[config.mk]
export PLATFORM = sky130hd
export DESIGN_NAME = sliding_window_median_stats_core
export DESIGN_NICKNAME = d
export VERILOG_FILES = /design/src/swms_pkg.sv /design/src/swms_ram.sv /design/src/swms_ctrl.sv /design/src/swms_datapath.sv /design/src/sliding_window_median_stats_core.sv
export SDC_FILE = /design/constraint.sdc
export NUM_CORES = 1
export LEC_CHECK = 0
export BUFFER_PORTS_ARGS = -buffer_cell sky130_fd_sc_hd__buf_2
export CAP_MARGIN = 15
export CORE_ASPECT_RATIO = 1.75
export CORE_MARGIN = 2
export CORE_UTILIZATION = 40
export CTS_CLUSTER_SIZE = 14
export DETAILED_ROUTE_END_ITERATION = 10
export PLACE_DENSITY_LB_ADDON = 0.08
export SLEW_MARGIN = 20
export SYNTH_ARGS = -nofsm -noshare
export SYNTH_HDL_FRONTEND = slang
export SYNTH_HIERARCHICAL = 1
export SYNTH_SLANG_ARGS = --single-unit
[constraint.sdc]
create_clock -name clk -period 4.3 [get_ports clk]
set_input_delay 0.86 -clock clk [delete_from_list [all_inputs] [get_ports clk]]
set_output_delay 0.86 -clock clk [all_outputs]
set_load 0.005 [all_outputs]
[src/swms_pkg.sv]
// Shared types and constants for the sliding-window median/statistics block.
package swms_pkg;

    localparam int DATA_W = 16;
    localparam int SLOT_W = 6;
    localparam int QUO_W  = 16;

    localparam logic OP_INSERT = 1'b0;
    localparam logic OP_SET    = 1'b1;

    typedef enum logic [2:0] {
        ST_IDLE,
        ST_READ,
        ST_REMOVE,
        ST_INSERT,
        ST_DIV,
        ST_DONE
    } state_t;

    typedef struct packed {
        logic load;
        logic read;
        logic remove;
        logic insert;
        logic div_init;
        logic div_step;
        logic out_load;
    } cmd_t;

    typedef struct packed {
        logic ignore;
    } status_t;

endpackage

[src/swms_ram.sv]
// Generic single-write, single-read RAM with registered read data.
module swms_ram #(
    parameter int WIDTH = 16,
    parameter int DEPTH = 8
) (
    input  logic                     clk,
    input  logic                     we,
    input  logic [$clog2(DEPTH)-1:0] waddr,
    input  logic [WIDTH-1:0]         wdata,
    input  logic                     re,
    input  logic [$clog2(DEPTH)-1:0] raddr,
    output logic [WIDTH-1:0]         rdata
);

    logic [WIDTH-1:0] mem [DEPTH];
    logic [WIDTH-1:0] rdata_reg;

    always_ff @(posedge clk)
    begin
        if (we)
        begin
            mem[waddr] <= wdata;
        end
        if (re)
        begin
            rdata_reg <= mem[raddr];
        end
    end

    assign rdata = rdata_reg;

endmodule

[src/swms_ctrl.sv]
// Controller state machine: sequences window update, sorted-list update and division.
module swms_ctrl (
    input  logic             clk,
    input  logic             rst_n,
    input  logic             in_valid,
    output logic             in_stall,
    input  logic             out_stall,
    output logic             out_valid,
    output swms_pkg::cmd_t   cmd,
    input  swms_pkg::status_t status
);

    swms_pkg::state_t               state_reg;
    swms_pkg::state_t               state_next;
    logic                           out_valid_reg;
    logic                           out_valid_next;
    logic                           out_free;

    assign out_free = !out_valid_reg || !out_stall;

    always_comb
    begin
        state_next = state_reg;
        case (state_reg)
            swms_pkg::ST_IDLE:
            begin
                if (in_valid)
                begin
                    state_next = swms_pkg::ST_READ;
                end
            end
            swms_pkg::ST_READ:
            begin
                if (status.ignore)
                begin
                    state_next = swms_pkg::ST_DIV;
                end
                else
                begin
                    state_next = swms_pkg::ST_REMOVE;
                end
            end
            swms_pkg::ST_REMOVE:
            begin
                state_next = swms_pkg::ST_INSERT;
            end
            swms_pkg::ST_INSERT:
            begin
                state_next = swms_pkg::ST_DIV;
            end
            swms_pkg::ST_DIV:
            begin
                state_next = swms_pkg::ST_DONE;
            end
            swms_pkg::ST_DONE:
            begin
                if (out_free)
                begin
                    state_next = swms_pkg::ST_IDLE;
                end
            end
            default:
            begin
                state_next = swms_pkg::ST_IDLE;
            end
        endcase
    end

    always_comb
    begin
        cmd      = '0;
        in_stall = 1'b1;
        case (state_reg)
            swms_pkg::ST_IDLE:
            begin
                in_stall = 1'b0;
                cmd.load = in_valid;
            end
            swms_pkg::ST_READ:
            begin
                cmd.read     = !status.ignore;
                cmd.div_init = status.ignore;
            end
            swms_pkg::ST_REMOVE:
            begin
                cmd.remove = 1'b1;
            end
            swms_pkg::ST_INSERT:
            begin
                cmd.insert   = 1'b1;
                cmd.div_init = 1'b1;
            end
            swms_pkg::ST_DIV:
            begin
                cmd.div_step = 1'b1;
            end
            swms_pkg::ST_DONE:
            begin
                cmd.out_load = out_free;
            end
            default:
            begin
                cmd = '0;
            end
        endcase
    end

    always_comb
    begin
        if (cmd.out_load)
        begin
            out_valid_next = 1'b1;
        end
        else if (!out_stall)
        begin
            out_valid_next = 1'b0;
        end
        else
        begin
            out_valid_next = out_valid_reg;
        end
    end

    always_ff @(posedge clk or negedge rst_n)
    begin
        if (!rst_n)
        begin
            state_reg     <= swms_pkg::ST_IDLE;
            out_valid_reg <= 1'b0;
        end
        else
        begin
            state_reg     <= state_next;
            out_valid_reg <= out_valid_next;
        end
    end

    assign out_valid = out_valid_reg;

    a_accept_to_read: assert property (@(posedge clk) disable iff (!rst_n)
        (in_valid && !in_stall) |=> (state_reg == swms_pkg::ST_READ))
        else $error("accepted transaction did not start a window read");

    a_div_len: assert property (@(posedge clk) disable iff (!rst_n)
        (state_reg == swms_pkg::ST_DIV) |=> (state_reg == swms_pkg::ST_DONE))
        else $error("average step did not hand over to the result state");

    a_result_source: assert property (@(posedge clk) disable iff (!rst_n)
        $rose(out_valid_reg) |-> ($past(state_reg) == swms_pkg::ST_DONE))
        else $error("result raised outside the done state");

endmodule

[src/swms_datapath.sv]
// Datapath: window RAM, sorted sample list, running sum and reciprocal-multiply average.
module swms_datapath #(
    parameter int WINDOW = 8
) (
    input  logic                               clk,
    input  logic                               rst_n,
    input  swms_pkg::cmd_t                     cmd,
    output swms_pkg::status_t                  status,
    input  logic                               operation,
    input  logic [swms_pkg::SLOT_W-1:0]        slot_index,
    input  logic signed [swms_pkg::DATA_W-1:0] sample_value,
    output logic signed [swms_pkg::DATA_W-1:0] median,
    output logic signed [swms_pkg::DATA_W-1:0] minimum,
    output logic signed [swms_pkg::DATA_W-1:0] maximum,
    output logic signed [swms_pkg::DATA_W-1:0] average,
    output logic                               write_ignored
);

    localparam int IDX_W   = $clog2(WINDOW);
    localparam int REM_W   = $clog2(WINDOW) + 1;
    localparam int SUM_W   = swms_pkg::QUO_W + REM_W;
    localparam int SHIFT   = SUM_W + $clog2(WINDOW);
    localparam int RECIP_W = SUM_W + 1;
    localparam int PROD_W  = SUM_W + RECIP_W;
    localparam logic [SUM_W-1:0] BIAS = SUM_W'(WINDOW) << (swms_pkg::QUO_W - 1);
    localparam logic [RECIP_W-1:0] RECIP =
        RECIP_W'(((64'd1 << SHIFT) + 64'(WINDOW) - 64'd1) / 64'(WINDOW));

    logic                               op_reg;
    logic [swms_pkg::SLOT_W-1:0]        idx_reg;
    logic signed [swms_pkg::DATA_W-1:0] val_reg;
    logic [IDX_W-1:0]                   head_reg;
    logic [IDX_W-1:0]                   head_next;
    logic                               valid_reg [WINDOW];
    logic                               rd_valid_reg;
    logic signed [swms_pkg::DATA_W-1:0] sorted_reg [WINDOW];
    logic signed [swms_pkg::DATA_W-1:0] sorted_next [WINDOW];
    logic signed [swms_pkg::DATA_W-1:0] removed [WINDOW];
    logic signed [swms_pkg::DATA_W-1:0] inserted [WINDOW];
    logic signed [SUM_W-1:0]            sum_reg;
    logic signed [SUM_W-1:0]            sum_next;
    logic [SUM_W-1:0]                   biased;
    logic [SUM_W-1:0]                   dividend_reg;
    logic [SUM_W-1:0]                   dividend_next;
    logic [PROD_W-1:0]                  product;
    logic [swms_pkg::QUO_W-1:0]         quo_reg;
    logic [swms_pkg::QUO_W-1:0]         quo_next;
    logic signed [swms_pkg::DATA_W-1:0] median_reg;
    logic signed [swms_pkg::DATA_W-1:0] minimum_reg;
    logic signed [swms_pkg::DATA_W-1:0] maximum_reg;
    logic signed [swms_pkg::DATA_W-1:0] average_reg;
    logic                               ignored_reg;
    logic [IDX_W:0]                     set_sum;
    logic [IDX_W-1:0]                   set_addr;
    logic [IDX_W-1:0]                   ins_addr;
    logic [IDX_W-1:0]                   phys_addr;
    logic [swms_pkg::DATA_W-1:0]        ram_rdata;
    logic signed [swms_pkg::DATA_W-1:0] old_val;
    logic                               sorted_ok;

    assign status.ignore = (op_reg == swms_pkg::OP_SET)
                           && ({1'b0, idx_reg} >= (swms_pkg::SLOT_W + 1)'(WINDOW));

    // logical slot -> physical entry of the circular buffer
    assign set_sum  = {1'b0, head_reg} + {1'b0, idx_reg[IDX_W-1:0]};
    assign set_addr = (set_sum >= (IDX_W + 1)'(WINDOW))
                      ? IDX_W'(set_sum - (IDX_W + 1)'(WINDOW)) : set_sum[IDX_W-1:0];
    assign ins_addr = (head_reg == '0) ? IDX_W'(WINDOW - 1) : head_reg - 1'b1;
    assign phys_addr = (op_reg == swms_pkg::OP_INSERT) ? ins_addr : set_addr;

    swms_ram #(
        .WIDTH (swms_pkg::DATA_W),
        .DEPTH (WINDOW)
    ) u_window_ram (
        .clk   (clk),
        .we    (cmd.remove),
        .waddr (phys_addr),
        .wdata (val_reg),
        .re    (cmd.read),
        .raddr (phys_addr),
        .rdata (ram_rdata)
    );

    assign old_val = rd_valid_reg ? $signed(ram_rdata) : '0;

    // sorted list: drop one copy of the old sample, then place the new one
    always_comb
    begin
        for (int i = 0; i < WINDOW; i++)
        begin
            removed[i] = sorted_reg[i];
            if (i < WINDOW - 1)
            begin
                if (sorted_reg[i] >= old_val)
                begin
                    removed[i] = sorted_reg[i + 1];
                end
            end
        end
        inserted[0] = (sorted_reg[0] > val_reg) ? val_reg : sorted_reg[0];
        for (int i = 1; i < WINDOW; i++)
        begin
            if (sorted_reg[i - 1] > val_reg)
            begin
                inserted[i] = sorted_reg[i - 1];
            end
            else if (i == WINDOW - 1 || sorted_reg[i] > val_reg)
            begin
                inserted[i] = val_reg;
            end
            else
            begin
                inserted[i] = sorted_reg[i];
            end
        end
        for (int i = 0; i < WINDOW; i++)
        begin
            if (cmd.remove)
            begin
                sorted_next[i] = removed[i];
            end
            else if (cmd.insert)
            begin
                sorted_next[i] = inserted[i];
            end
            else
            begin
                sorted_next[i] = sorted_reg[i];
            end
        end
    end

    always_comb
    begin
        sorted_ok = 1'b1;
        for (int i = 0; i < WINDOW - 1; i++)
        begin
            if (sorted_reg[i] > sorted_reg[i + 1])
            begin
                sorted_ok = 1'b0;
            end
        end
    end

    assign head_next = (cmd.remove && op_reg == swms_pkg::OP_INSERT) ? ins_addr : head_reg;
    assign sum_next  = cmd.remove
                       ? sum_reg + SUM_W'(val_reg) - SUM_W'(old_val) : sum_reg;

    // floor(sum / WINDOW): offset to nonnegative, then multiply by the rounded-up reciprocal
    assign biased  = $unsigned(sum_reg) + BIAS;
    assign product = PROD_W'(dividend_reg) * PROD_W'(RECIP);

    always_comb
    begin
        dividend_next = dividend_reg;
        quo_next      = quo_reg;
        if (cmd.div_init)
        begin
            dividend_next = biased;
        end
        if (cmd.div_step)
        begin
            quo_next = product[SHIFT +: swms_pkg::QUO_W];
        end
    end

    always_ff @(posedge clk or negedge rst_n)
    begin
        if (!rst_n)
        begin
            head_reg     <= '0;
            sum_reg      <= '0;
            rd_valid_reg <= 1'b0;
            for (int i = 0; i < WINDOW; i++)
            begin
                valid_reg[i]  <= 1'b0;
                sorted_reg[i] <= '0;
            end
        end
        else
        begin
            head_reg <= head_next;
            sum_reg  <= sum_next;
            if (cmd.read)
            begin
                rd_valid_reg <= valid_reg[phys_addr];
            end
            if (cmd.remove)
            begin
                valid_reg[phys_addr] <= 1'b1;
            end
            for (int i = 0; i < WINDOW; i++)
            begin
                sorted_reg[i] <= sorted_next[i];
            end
        end
    end

    always_ff @(posedge clk)
    begin
        if (cmd.load)
        begin
            op_reg  <= operation;
            idx_reg <= slot_index;
            val_reg <= sample_value;
        end
        dividend_reg <= dividend_next;
        quo_reg      <= quo_next;
        if (cmd.out_load)
        begin
            median_reg  <= sorted_reg[WINDOW / 2];
            minimum_reg <= sorted_reg[0];
            maximum_reg <= sorted_reg[WINDOW - 1];
            average_reg <= {~quo_reg[swms_pkg::QUO_W-1], quo_reg[swms_pkg::QUO_W-2:0]};
            ignored_reg <= status.ignore;
        end
    end

    assign median        = median_reg;
    assign minimum       = minimum_reg;
    assign maximum       = maximum_reg;
    assign average       = average_reg;
    assign write_ignored = ignored_reg;

    a_sorted: assert property (@(posedge clk) disable iff (!rst_n)
        cmd.load |-> sorted_ok)
        else $error("sorted sample list out of order between transactions");

    a_quo_range: assert property (@(posedge clk) disable iff (!rst_n)
        cmd.div_step |-> (product[PROD_W-1:SHIFT+swms_pkg::QUO_W] == '0))
        else $error("average quotient wider than the output field");

    a_no_write_on_ignore: assert property (@(posedge clk) disable iff (!rst_n)
        (cmd.remove || cmd.read) |-> !status.ignore)
        else $error("window touched by an out-of-range set");

endmodule

[src/sliding_window_median_stats_core.sv]
// Top level: sliding-window median, minimum, maximum and average of Q8.8 samples.
// Each input transaction steps through window read, sorted-list remove and insert,
// one reciprocal multiply and result load; an out-of-range set skips read, remove and
// insert. A new transaction is taken only once the result is loaded; an output stall holds it.
// Reset marks every window entry empty (read as zero), clears the sorted list to zero and leaves no result pending.
module sliding_window_median_stats_core #(
    parameter int WINDOW = 8
) (
    input  logic                               clk,
    input  logic                               rst_n,
    input  logic                               in_valid,
    output logic                               in_stall,
    input  logic                               operation,
    input  logic [swms_pkg::SLOT_W-1:0]        slot_index,
    input  logic signed [swms_pkg::DATA_W-1:0] sample_value,
    output logic                               out_valid,
    input  logic                               out_stall,
    output logic signed [swms_pkg::DATA_W-1:0] median,
    output logic signed [swms_pkg::DATA_W-1:0] minimum,
    output logic signed [swms_pkg::DATA_W-1:0] maximum,
    output logic signed [swms_pkg::DATA_W-1:0] average,
    output logic                               write_ignored
);

    swms_pkg::cmd_t    cmd;
    swms_pkg::status_t status;

    swms_ctrl u_ctrl (
        .clk       (clk),
        .rst_n     (rst_n),
        .in_valid  (in_valid),
        .in_stall  (in_stall),
        .out_stall (out_stall),
        .out_valid (out_valid),
        .cmd       (cmd),
        .status    (status)
    );

    swms_datapath #(
        .WINDOW (WINDOW)
    ) u_datapath (
        .clk           (clk),
        .rst_n         (rst_n),
        .cmd           (cmd),
        .status        (status),
        .operation     (operation),
        .slot_index    (slot_index),
        .sample_value  (sample_value),
        .median        (median),
        .minimum       (minimum),
        .maximum       (maximum),
        .average       (average),
        .write_ignored (write_ignored)
    );

endmodule

After elaboration in Yosys (flattened, before gate mapping)
Memory sizes are Yosys's and may differ from the RTL's. A register that Yosys moved wholly into a read port is not among the register bits.
Cells that the tools add are included.
{"block": "classes", "add_sub_neg": 6, "n_lt_le_gt_ge": 18, "n_eq_ne": 15, "n_mux": 60, "n_bitwise": 5, "n_reduce_logical": 26}
{"cell": "2-to-1 mux 16 bit", "count": 36}
{"cell": "greater-or-equal comparator 16 bit", "count": 7}
{"cell": "greater-than comparator 16 bit", "count": 7}
{"cell": "AND reduction 3 bit", "count": 7}
{"cell": "adder 20 x 16 -> 20 bit", "count": 1}
{"cell": "subtractor 20 x 16 -> 20 bit", "count": 1}
{"cell": "adder 19 bit (second input constant)", "count": 1}
{"cell": "2-to-1 mux 3 bit", "count": 6}
{"cell": "!= test 2 x 1 -> 1 bit (second input constant)", "count": 9}
{"cell": "case mux 3 bit (6 select lines)", "count": 1}
{"cell": "nonzero test 3 bit", "count": 6}
{"cell": "2-to-1 mux 1 bit", "count": 14}
{"cell": "greater-or-equal comparator 4 bit (second input constant)", "count": 2}
{"cell": "OR 8 bit", "count": 1}
{"cell": "equality test 3 x 2 -> 1 bit (second input constant)", "count": 2}
{"cell": "equality test 3 bit (second input constant)", "count": 2}
{"cell": "greater-or-equal comparator 6 x 4 -> 1 bit (second input constant)", "count": 1}
{"cell": "logical NOT 3 bit", "count": 2}
{"cell": "subtractor 3 x 1 -> 3 bit (second input constant)", "count": 2}
{"cell": "adder 3 x 3 -> 4 bit", "count": 1}
{"cell": "< comparator 4 x 1 -> 1 bit (second input constant)", "count": 1}
{"cell": "NOT 3 -> 4 bit", "count": 1}
{"cell": "AND reduction 2 bit", "count": 2}
{"cell": "nonzero test 2 bit", "count": 2}
{"cell": "9 further kinds", "count": 15}
{"block": "totals", "register_bits": 287, "ramBits": 128, "inputBits": 27, "output_inout_bits": 67, "word_cells": 162, "mem_count": 1}
{"name": "u_datapath.u_window_ram.mem", "depth": 8, "width": 16, "rd": 1, "rd_ports_with_merged_regs": 1, "write_ports": 1, "line": "swms_ram.sv:15", "text": "logic [WIDTH-1:0] mem [DEPTH];"}

Longest topological paths before layout
Gate-level depths: netlist (run 1).
{"block": "depth", "word_depth": 10, "ltp_mapped": 15, "mapped_depth_nobuf": 14}

By module
Netlist (run 1), hierarchy kept.
{"mod": "swms_datapath", "instances": 1, "cells_per_inst": 1732, "area_per_inst_um2": 18784.3}
{"mod": "swms_ram", "instances": 1, "cells_per_inst": 214, "area_per_inst_um2": 5454.0}
{"mod": "swms_ctrl", "instances": 1, "cells_per_inst": 31, "area_per_inst_um2": 270.3}

Least setup slack after synthesis (run 1)
Ideal clock, no wire load.
{"block": "synth_timing", "path_kind": "register to register", "startpoint": "register u_datapath.rd_valid_reg", "endpoint": "register u_datapath.sum_reg[18]", "arrival_time_ns": 3.830, "required_time_ns": 4.176, "setup_slack_ns": 0.346, "path_stages_with_launch": 15, "path_buffers": 2, "period_less_slack_ns": 3.954, "path_cell_list": "dfrtp_1 -> clkbuf_1 -> clkbuf_1 -> nand2_1 -> inv_1 -> fa_1 -> fa_1 -> nand2b_1 -> a21oi_1 -> o311ai_2 -> a21oi_1 -> o41ai_2 -> o21ai_1 -> mux4_2 -> a211o_1"}
{"block": "synth_via", "elab_chain_len": 2}
{"item": "from (decl)", "line": "swms_datapath.sv:35", "text": "logic rd_valid_reg;"}
{"item": "from (signal assigned)", "line": "swms_datapath.sv:186", "text": "rd_valid_reg <= valid_reg[phys_addr];"}
{"item": "2-to-1 mux 16 bit", "line": "swms_datapath.sv:84", "text": "assign old_val = rd_valid_reg ? $signed(ram_rdata) : '0;"}
{"item": "subtractor 20 x 16 -> 20 bit", "line": "swms_datapath.sv:147", "text": "? sum_reg + SUM_W'(val_reg) - SUM_W'(old_val) : sum_reg;"}
{"item": "to (signal assigned)", "line": "swms_datapath.sv:183", "text": "sum_reg <= sum_next;"}
{"item": "to (decl)", "line": "swms_datapath.sv:40", "text": "logic signed [SUM_W-1:0] sum_reg;"}
No other way between the ends.
A chain may end at the register's enable or synchronous reset.

Worst setup path in the final report (run 1)
{"block": "layout_timing", "startpoint": "register u_datapath.rd_valid_reg", "endpoint": "register u_datapath.sum_reg[17]"}
The elaborated chain is that of the path after synthesis.

==> metrics.md, run 1 <==
| Metric | Value |
|---|---|
| Crit-path cells | buf_4 > nand2_1 > inv_1 > fa_1 > inv_1 > ha_1 > a2111oi_0 > o21ai_0 > a2111oi_0 > nor3_1 > a211oi_1 > a31oi_1 > xnor2_1 > a21oi_1 |
| Worst-margin pin slew | 1.01 ns |
| CP max stage cell | a211oi_1 |
| Clock period minus worst slack | 3.84 ns |
| DRT Pass-1 Iters | 4 |
| DRT iter0 DRCs | 773 |
| Vias per std cell | 5.55 |
| CP max stage delay | 0.50 ns |
| Area growth from synthesis to layout | 13.4% |
| CP Launch Type | flop |
| Most used DFF post-synth | edfxtp_1 |
| Max-slew violations | 0 |
| H-tree Lvls | 2 |
| Worst setup EP type | flop |
| Clk_skew | 0.0238 ns |
| Flop2flop setup slack | 0.46 ns |
| Die area | 63300 um^2 |
| Ys Warns | 6 |
| CTS Buffer Depth | 3 |
| Final antenna-violating net count | 0 |
| First-pass GRT wire length | 110000 um |
| Fmax | 0.261 GHz |
| Synth async-reset ratio | 0.382 |
| Port Buffers | 93 |
| PostCTS Resize Cnt | 0 |
| Routed length per instance | 24.9 um |
| Starting Density | 0.402 |
| Fin Setup TNS | 0 ns |
| Largest net degree at the start of global routing | 143 |
| Worst min path class | in2async |
| Sequential share of the synthesized area | 0.490 |
| Leakage | 11.7 nW |
| Routed wire length | 73500 um |
| Initial antenna violation count | 2 |
| Syn nets | 2270 |
| Crit Path Max Fanout | 10 |
| # IOs | 94 |
| VDD IR-drop max | 0.000397 V |
| Post-Syn Area | 24500 um^2 |
| Final worst path period share | 0.892 |
| Placeable core area | 61000 um^2 |
| CTS clk-pin slew, worst paths | 0.07 ns |
| WP data arrival | 4.28 ns |
| HPWL after detailed placement | 55900 um |
| Status | completed |
| Crit path kind | reg2reg |
| CP required | 4.75 ns |
| N_diodes | 0 |
| Most frequent cells in the layout | 264 x edfxtp_1, 247 x ha_1, 190 x nand2_1, 169 x o21ai_0, 163 x dfrtp_1 |
| CTS buffer count | 42 |
| Setup repair bufs after CTS | 0 |
| Worst skew pair latency | 0.58 ns |
| Die Y-Extent | 331 um |
| Share of post-route cells with drive strength above 1 | 0.180 |
| Flops & latches, synth | 427 |
| Rows | 120 |
| Placer congestion estimate | 0.897 |
| # nets final | 2419 |
| Root buf cell | clkbuf_16 |
| Final worst setup slack | 0.465 ns |
| MaxCap Viol Count | 0 |
| Clock sinks | 427 |
| Max FFs per register | 128 |
| Final hold viol count | 0 |
| Vias in the first global route | 17.3k |
| Max_slew headroom | 0.325 |
| Mapped Cells | 1977 |
| # DRC | 0 |
| Die Wd | 191 um |
| Grt ovf | 0 |
| Post-synth EDFFs | 264 |
| Mean Syn Cell Area | 12.4 um^2 |
| Most common cell after layout, fill and taps aside | edfxtp_1 |
| RSZ-0062 raised after global routing | no |
| Post-synth cell types | 84 |
| Via count | 16.4k |
| CTS tree | yes |
| Hold-fix buffers at CTS | 0 |
| Place WS | 0.494 ns |
| Final hold slack | 0.278 ns |
| Final setup fails | 0 |
| Power Density | 880 nW/um^2 |
| Total Routing Usage GR | 0.236 |
-- logic make-up after synthesis --
| family | Yosys count | synth area share |
|---|---|---|
| fa+ha+maj | 266 | 0.142 |
| flops | 427 | 0.490 |
| compound gates | 393 | 0.101 |
| simple gates | 391 | 0.0759 |
| mux | 285 | 0.150 |
| xor+xnor | 15 | 0.00536 |
| buf+inv | 200 | 0.0366 |
-- routing by layer --
layer,wire (um),global-route usage,vias to the layer above
met5,0,0,-
li1,-,-,7693
met4,3560,0.108,0
met2,40300,0.450,346
met3,1730,0.0203,161
met1,27900,0.259,8190
-- cells in the mapped netlist (all sizes together), types with 5 or more instances --
cell type,n,share of area
edfxtp,264,0.32
ha,247,0.13
nand2,190,0.029
o21ai,174,0.036
dfrtp,163,0.17
mux2,131,0.065
mux2i,119,0.049
inv,115,0.018
a21oi,84,0.018
clkbuf,49,0.0076
nor2,45,0.0069
a21o,39,0.012
buf,36,0.011
mux4,35,0.036
nand4,32,0.0082
nand2b,23,0.0059
nand3,22,0.0045
nor3,22,0.0047
fa,19,0.016
nor2b,19,0.0052
a211oi,17,0.0052
o21bai,12,0.0037
xnor2,12,0.0043
o211ai,10,0.0031
a21boi,6,0.0018
a31oi,6,0.0028
nor4,6,0.0015
a211o,5,0.0018
and4,5,0.0018
-- path summary, 6_finish.rpt --
path,cells after the start,endpoint,startpoint
setup / recovery,14,u_datapath/sum_reg[17],u_datapath/rd_valid_reg
hold reg to reg,0,u_datapath/quo_reg[12],u_datapath/dividend_reg[15]
max in group asynchronous,2,u_datapath/sorted_reg[20],rst_n
setup reg to reg,14,u_datapath/sum_reg[17],u_datapath/rd_valid_reg
min in group clk,0,u_datapath/quo_reg[12],u_datapath/dividend_reg[15]
hold / removal,1,u_datapath/sorted_reg[39],rst_n
-- area by class of cell --
class                   instances  area, um^2
inverters                     115         432
well taps                     793         992
fillers                      5702       33200
flip-flops and latches        427       12000
repair buffers                190        1240
multi-input cells            1350       11600
clock buffers                  51        1120
clock inverters                27         347
-- per-stage QoR --
step / cell area (um^2) / total power, mW / cells / utilization
floorplan: 24500 / 16.4 / 1977 / -
global placement: 26300 / 20.2 / 2875 / 0.432
detailed placement: 26300 / 20.6 / 2875 / 0.432
CTS: 27800 / 24.7 / 2953 / 0.456
global route: 27800 / 26.3 / 2953 / 0.456
finish: 27800 / 24.5 / 2953 / 0.456
-- critical path: cells and delay by family, from the launching register on --
kind / cells / cell delay (ns)
AOI/OAI and AO/OA: 6 / 1.78
adders and majority gates: 2 / 0.72
DFF: 1 / 0.45
buffers and inverters: 3 / 0.32
and+or+nand+nor: 2 / 0.24
xor gates and xnor gates: 1 / 0.18
-- report_power, final --
group          internal, mW  total, mW  switching, mW
Sequential             5.83       7.29           1.47
Combinational          5.92       13.2           7.24
Clock                  2.34       4.00           1.66
(Power assumes the default switching activity.)
==> run 2: changes to the inputs <==
- CORE_ASPECT_RATIO: 1.75 -> 1.25
==> run 2 against run 1 <==
Net effect: sequential power is essentially flat; cell count shrank 0.68%; clock power is 14% higher; die area fell by 0.11%; combinational power hardly changed; design area rose by 0.77%; via count is 0.84% higher; highest routed layer is now met5.
==> metrics.md, run 2 (synthesized netlist as in run 1, its figures left out) <==
| Metric | Value |
|---|---|
| Die Wd | 225 um (+18%) |
| Grt ovf | 0 (unchanged) |
| Clk_skew | 0.0270 ns (+0.00315 ns) |
| Max-slew violations | 0 (unchanged) |
| Status | completed |
| CP required | 4.74 ns (about the same) |
| Port Buffers | 93 (unchanged) |
| WP data arrival | 4.37 ns (+0.09 ns) |
| Total Routing Usage GR | 0.235 (-0.000608) |
| Max_slew headroom | 0.342 (+0.0171) |
| Cell total after placement | 2847 (-0.97%) |
| CTS buffer count | 46 (+9.5%) |
| Crit path kind | reg2reg |
| # nets final | 2416 (-0.12%) |
| Final antenna-violating net count | 0 (unchanged) |
| PostCTS Resize Cnt | 0 (unchanged) |
| Rows | 101 (-16%) |
| Root buf cell | clkbuf_16 |
| MaxCap Viol Count | 0 (unchanged) |
| Max FFs per register | 128 (unchanged) |
| Die area | 63300 um^2 (-0.11%) |
| Hold-fix buffers at CTS | 0 (unchanged) |
| Routed wire length | 73200 um (-0.34%) |
| Final Non-Filler Cells | 2933 (-0.68%) |
| Final hold viol count | 0 (unchanged) |
| Area growth from synthesis to layout | 14.2% |
| Final Cell Area | 28000 um^2 (+0.77%) |
| Final core occ | 0.462 (+0.00578) |
| Worst-margin pin slew | 0.986 ns (-0.0219 ns) |
| N_diodes | 0 (unchanged) |
| # IOs | 94 (unchanged) |
| Power Density | 891 nW/um^2 (+1.3%) |
| Clock period minus worst slack | 3.93 ns (+0.0901 ns) |
| Dpl cell area | 26200 um^2 (-0.31%) |
| Largest net degree at the start of global routing | 186 (+30%) |
| Placer congestion estimate | 0.877 (-2.2%) |
| Clock sinks | 427 (unchanged) |
| Placeable core area | 60700 um^2 (-0.49%) |
| DRT iter0 DRCs | 1186 (+53%) |
| First-pass GRT wire length | 109000 um (-0.70%) |
| Final hold slack | 0.233 ns (-0.0453 ns) |
| Vias in the first global route | 16.8k (-2.7%) |
| DRT Pass-1 Iters | 5 (+1) |
| Crit Path Max Fanout | 12 (+2) |
| Fmax | 0.255 GHz (-2.3%) |
| Vias per std cell | 5.64 (+1.5%) |
| Initial antenna violation count | 2 (unchanged) |
| Routed length per instance | 25.0 um (+0.34%) |
| H-tree Lvls | 2 (unchanged) |
| CTS tree | yes |
| Fin Setup TNS | 0 ns (unchanged) |
| Worst min path class | in2async |
| Worst setup EP type | flop |
| VDD IR-drop max | 0.000359 V (-9.8%) |
| Flop2flop setup slack | 0.37 ns (-0.09 ns) |
| Most frequent cells in the layout | 264 x edfxtp_1, 247 x ha_1, 190 x nand2_1, 169 x o21ai_0, 163 x dfrtp_1 |
| CTS Buffer Depth | 3 (unchanged) |
| Share of post-route cells with drive strength above 1 | 0.185 (+0.00454) |
| HPWL after detailed placement | 52900 um (-5.4%) |
| Final setup fails | 0 (unchanged) |
| RSZ-0062 raised after global routing | no |
| Setup repair bufs after CTS | 0 (unchanged) |
| Die Y-Extent | 281 um (-15%) |
| Final worst path period share | 0.913 (+0.0210) |
| CTS clk-pin slew, worst paths | 0.06 ns (about the same) |
| # DRC | 0 (unchanged) |
| Via count | 16.5k (+0.84%) |
| Leakage | 11.8 nW (+0.83%) |
| Most common cell after layout, fill and taps aside | edfxtp_1 |
| CP Launch Type | flop |
| Worst skew pair latency | 0.61 ns (+0.03 ns) |
| Starting Density | 0.404 (+0.00199) |
[run 2: changes by cell type in the layout (fill, tap and decap cells not counted), moves of 3 or more]
cell / before / now
buf_4: 94 / 87
clkinv_1: 10 / 3
clkbuf_8: 2 / 8
clkinv_2: 7 / 3
bufinv_16: 8 / 11
clkbuf_1: 7 / 4
clkbuf_16: 43 / 46
clkinvlp_4: 0 / 3
[run 2: stage by stage]
stage / power (mW) / setup WS (ns)
finish: 25.0 / 0.375
global route: 26.8 / 0.0720
CTS: 25.1 / 0.387
detailed placement: 20.4 / 0.433
global placement: 20.0 / 0.436
floorplan: 16.4 / 0.346
[run 2: worst max-delay path, cell delays in order, from the launching register on]
cell       delay (ns)
dfrtp_1          0.42
buf_4            0.21
nand2_1          0.09
inv_1            0.06
fa_1             0.47
inv_1            0.04
ha_1             0.35
a2111oi_0        0.47
a21oi_1          0.12
a2111oi_0        0.49
nor3_1           0.16
a211oi_1         0.46
a31oi_1          0.17
xnor2_1          0.17
a21oi_1          0.08
[run 2: worst paths after layout]
path                       cells past startpoint                   endpoint                  startpoint
max in group asynchronous                      2     u_datapath/sum_reg[18]                       rst_n
setup reg to reg                              14     u_datapath/sum_reg[17]     u_datapath/rd_valid_reg
min in group clk                               0      u_datapath/quo_reg[6]  u_datapath/dividend_reg[9]
hold reg to reg                                0      u_datapath/quo_reg[6]  u_datapath/dividend_reg[9]
setup / recovery                              14     u_datapath/sum_reg[17]     u_datapath/rd_valid_reg
hold / removal                                 1  u_datapath/sorted_reg[53]                       rst_n
[run 2: power breakdown]
group / total (mW) / switching, mW / internal [mW] / leakage [nW]
sequential: 7.31 / 1.48 / 5.82 / 4.41
combinational: 13.1 / 7.16 / 5.91 / 6.54
clock: 4.58 / 1.78 / 2.80 / 0.851
total: 25.0 / 10.4 / 14.5 / 11.8
[run 2: final cells by class]
class / instances / area (um^2)
Tap cell: 772 / 966
Multi-Input combinational cell: 1350 / 11600
Clock inverter: 28 / 482
Sequential cell: 427 / 12000
Inverter: 115 / 432
Clock buffer: 58 / 1280
Fill cell: 5539 / 32700
Timing Repair Buffer: 183 / 1180
[run 2: metal layers]
metal | vias to the layer above | share of wire | track usage
li1 | 7701 | - | -
met1 | 8244 | 0.44 | 0.309
met2 | 439 | 0.47 | 0.386
met3 | 140 | 0.050 | 0.0400
met4 | 4 | 0.040 | 0.0942
met5 | - | 0.00036 | 0
==> run 3: changes to the inputs <==
- ABC_AREA: default -> 1
==> run 3 against run 2 <==
Net effect: design area is 6.7% higher; synthesized area is 9.0% higher; register-to-register slack better by 0.39 ns; critical endpoint is now u_datapath/sorted_reg[69]; count of clock-buffer cells in the layout is 5 higher; die area is 8.8% higher; setup slack better by 0.39 ns; critical path depth is 2 lower; clock skew is 0.018 ns higher; total power is 2.5% lower; critical path type unchanged.
==> metrics.md, run 3 <==
| Metric | Value |
|---|---|
| DRT Pass-1 Iters | 7 (+2) |
| CTS buffer count | 48 (+4.3%) |
| Flop2flop setup slack | 0.77 ns (+0.39 ns) |
| Top post-synthesis cells by area | edfxtp_1 30%, nand2_1 16%, dfrtp_1 15% |
| Most common cell in the netlist | nand2_1 |
| Buffers & Inverters on Critical Path | 3 (unchanged) |
| Clock sinks | 427 (unchanged) |
| Total Routing Usage GR | 0.242 (+0.00729) |
| Post-Syn Area | 26700 um^2 (+9.0%) |
| # nets final | 3617 (+50%) |
| Register cell area after layout | 12000 um^2 (unchanged) |
| CP required | 4.78 ns (+0.04 ns) |
| Synth top area share | 0.297 (-0.0267) |
| Post-synthesis adder-cell area fraction | 0.130 (-0.0117) |
| N_diodes | 0 (unchanged) |
| Final worst path period share | 0.821 (-0.0915) |
| Initial antenna violation count | 0 (-2) |
| HPWL after detailed placement | 59400 um (+12%) |
| DRT iter0 DRCs | 1553 (+31%) |
| Worst setup EP type | flop |
| Final Cell Area | 29900 um^2 (+6.7%) |
| Met2 Routed Length | 39100 um (+13%) |
| Crit path kind | reg2reg |
| Setup repair bufs after CTS | 0 (unchanged) |
| Mapped Cells | 3213 (+63%) |
| Clk_skew | 0.0453 ns (+0.0183 ns) |
| CTS clk-pin slew, worst paths | 0.06 ns (about the same) |
| Root buf cell | clkbuf_16 |
| Syn nets | 3506 (+54%) |
| Final hold viol count | 0 (unchanged) |
| Worst-margin pin slew | 0.912 ns (-0.0742 ns) |
| Port Buffers | 93 (unchanged) |
| Max FFs per register | 128 (unchanged) |
| MaxCap Viol Count | 0 (unchanged) |
| Largest net degree at the start of global routing | 80 (-57%) |
| Fin Setup TNS | 0 ns (unchanged) |
| CP max stage delay | 0.65 ns (+0.16 ns) |
| Area of the multi-input gates | 12500 um^2 (+7.1%) |
| Mean Syn Cell Area | 8.31 um^2 (-33%) |
| Crit Path Max Fanout | 18 (+6) |
| Die Wd | 235 um (+4.3%) |
| PostCTS Resize Cnt | 0 (unchanged) |
| CP top delay family | simple AND/OR/NAND/NOR gates |
| Worst skew pair latency | 0.63 ns (+0.02 ns) |
| CTS Buffer Depth | 3 (unchanged) |
| Status | completed |
| Final setup fails | 0 (unchanged) |
| Most common cell after layout, fill and taps aside | nand2_1 |
| RR Startpoint | u_datapath/val_reg[15] |
| Sequential share of the synthesized area | 0.449 (-0.0404) |
| Post-Synth XOR/XNOR Area | 0.00426 (-0.00110) |
| Placer congestion estimate | 0.893 (+1.8%) |
| Vias in the first global route | 21.6k (+28%) |
| Leakage | 14.9 nW (+27%) |
| Detailed-routed wire length on met3 | 4010 um (+9.2%) |
| # DRC | 0 (unchanged) |
| Area leader, netlist | edfxtp_1 |
| Dpl cell area | 28300 um^2 (+7.8%) |
| Worst min path class | in2async |
| Max_slew headroom | 0.392 (+0.0495) |
| Main combinational cell family by area after synthesis | simple AND/OR/NAND/NOR gates |
| Post-synth EDFFs | 264 (unchanged) |
| Synth Area in Compound Gates | 0.0544 (-0.0464) |
| Routed length per instance | 19.7 um (-21%) |
| Max-slew violations | 0 (unchanged) |
| H-tree Lvls | 2 (unchanged) |
| Share of post-route cells with drive strength above 1 | 0.105 (-0.0800) |
| Most frequent cells in the layout | 1161 x nand2_1, 417 x inv_1, 264 x edfxtp_1, 247 x ha_1, 216 x nand3_1 |
| CTS tree | yes |
| R2R cell count | 12 (-2) |
| Post-synth cell types | 47 (-44%) |
| VDD IR-drop max | 0.000342 V (-4.6%) |
| Via count | 22.0k (+33%) |
| # IOs | 94 (unchanged) |
| Most used DFF post-synth | edfxtp_1 |
| First-pass GRT wire length | 129000 um (+18%) |
| Routed wire length | 83000 um (+13%) |
| Starting Density | 0.406 (+0.00181) |
| Synth cell count leaders | 1161 x nand2_1, 418 x inv_1, 264 x edfxtp_1, 247 x ha_1, 216 x nand3_1 |
| Hold-fix buffers at CTS | 0 (unchanged) |
| RSZ-0062 raised after global routing | no |
| CP max stage cell | edfxtp_1 |
| Area growth from synthesis to layout | 11.8% |
| Max layer used | met4 |
| Power Density | 814 nW/um^2 (-8.6%) |
| Final Non-Filler Cells | 4219 (+44%) |
| Crit-path cells | clkinv_1 > buf_4 > ha_1 > nand2_2 > nor3_2 > nand3_2 > nand3_4 > nand3_2 > nand2_4 > inv_4 > nand2_1 > nand2_1 |
| Final hold slack | 0.284 ns (+0.0513 ns) |
| Placeable core area | 65800 um^2 (+8.5%) |
| Fmax | 0.283 GHz (+11%) |
| Mux cell area share after synthesis | 0 (-0.150) |
| Synth async-reset ratio | 0.382 (unchanged) |
| Ys Warns | 6 (unchanged) |
| Reg2reg end | u_datapath/sorted_reg[69] |
| Rows | 105 (+4.0%) |
| WP data arrival | 4.02 ns (-0.35 ns) |
| Flops & latches, synth | 427 (unchanged) |
| Area share of and/or/nand/nor cells after synthesis | 0.277 (+0.202) |
| Clock period minus worst slack | 3.53 ns (-0.393 ns) |
| Vias per std cell | 5.21 (-7.5%) |
| Number of fill cells | 6432 (+16%) |
| Grt ovf | 0 (unchanged) |
| M1 WL | 36600 um (+14%) |
| Cell total after placement | 4130 (+45%) |
| Final antenna-violating net count | 0 (unchanged) |
| CP Launch Type | flop |
| Die Y-Extent | 293 um (+4.3%) |
| Die area | 68900 um^2 (+8.8%) |
[run 3: cell families after synthesis]
family                   count (synthesis)
adder cells (fa/ha/maj)                266
AND/OR/NAND/NOR                       1703
buffers and inverters                  547
XOR/XNOR                                13
AO/OA/AOI/OAI                          257
flip-flops                             427
[run 3: how the worst max path moves through the flow]
stage                             from                   endpoint  depth (start not counted)
2_1_floorplan  u_datapath/rd_valid_reg     u_datapath/sum_reg[14]                         18
3_3_place_gp    u_datapath/val_reg[10]     u_datapath/sum_reg[17]                         10
3_5_place_dp    u_datapath/val_reg[15]  u_datapath/sorted_reg[56]                         12
4_1_cts         u_datapath/val_reg[15]  u_datapath/sorted_reg[69]                         12
5_1_grt         u_datapath/val_reg[10]     u_datapath/sum_reg[15]                         11
6_report        u_datapath/val_reg[15]  u_datapath/sorted_reg[69]                         12
[run 3: per-stage QoR]
step            util  total power, mW  setup WS, ns
5_1_grt        0.454             26.7         0.486
2_1_floorplan      -             16.3          1.12
6_report       0.454             24.3         0.768
3_3_place_gp   0.430             19.9         0.807
4_1_cts        0.454             24.5         0.787
3_5_place_dp   0.430             20.2         0.833
[run 3: layer usage]
| layer | GRT usage | up-vias |
|---|---|---|
| met2 | 0.408 | 623 |
| met5 | 0 | - |
| met4 | 0.0906 | 0 |
| li1 | - | 10730 |
| met3 | 0.0325 | 166 |
| met1 | 0.318 | 10475 |
[run 3: report_power, final]
group          total [mW]  internal, mW  leakage, nW  switching (mW)
sequential           7.15          5.76         4.48            1.39
clock                4.13          2.31        0.774            1.81
combinational        13.1          4.45         9.70            8.60
total                24.3          12.5         14.9            11.8
[run 3: final cells by class]
cell class                      count  area share
Clock buffer                       63      0.0452
Clock inverter                     26     0.00829
Inverter                          444      0.0565
Multi-Input combinational cell   2239       0.418
Sequential cell                   427       0.402
Tap cell                          856      0.0359
Timing Repair Buffer              164      0.0345
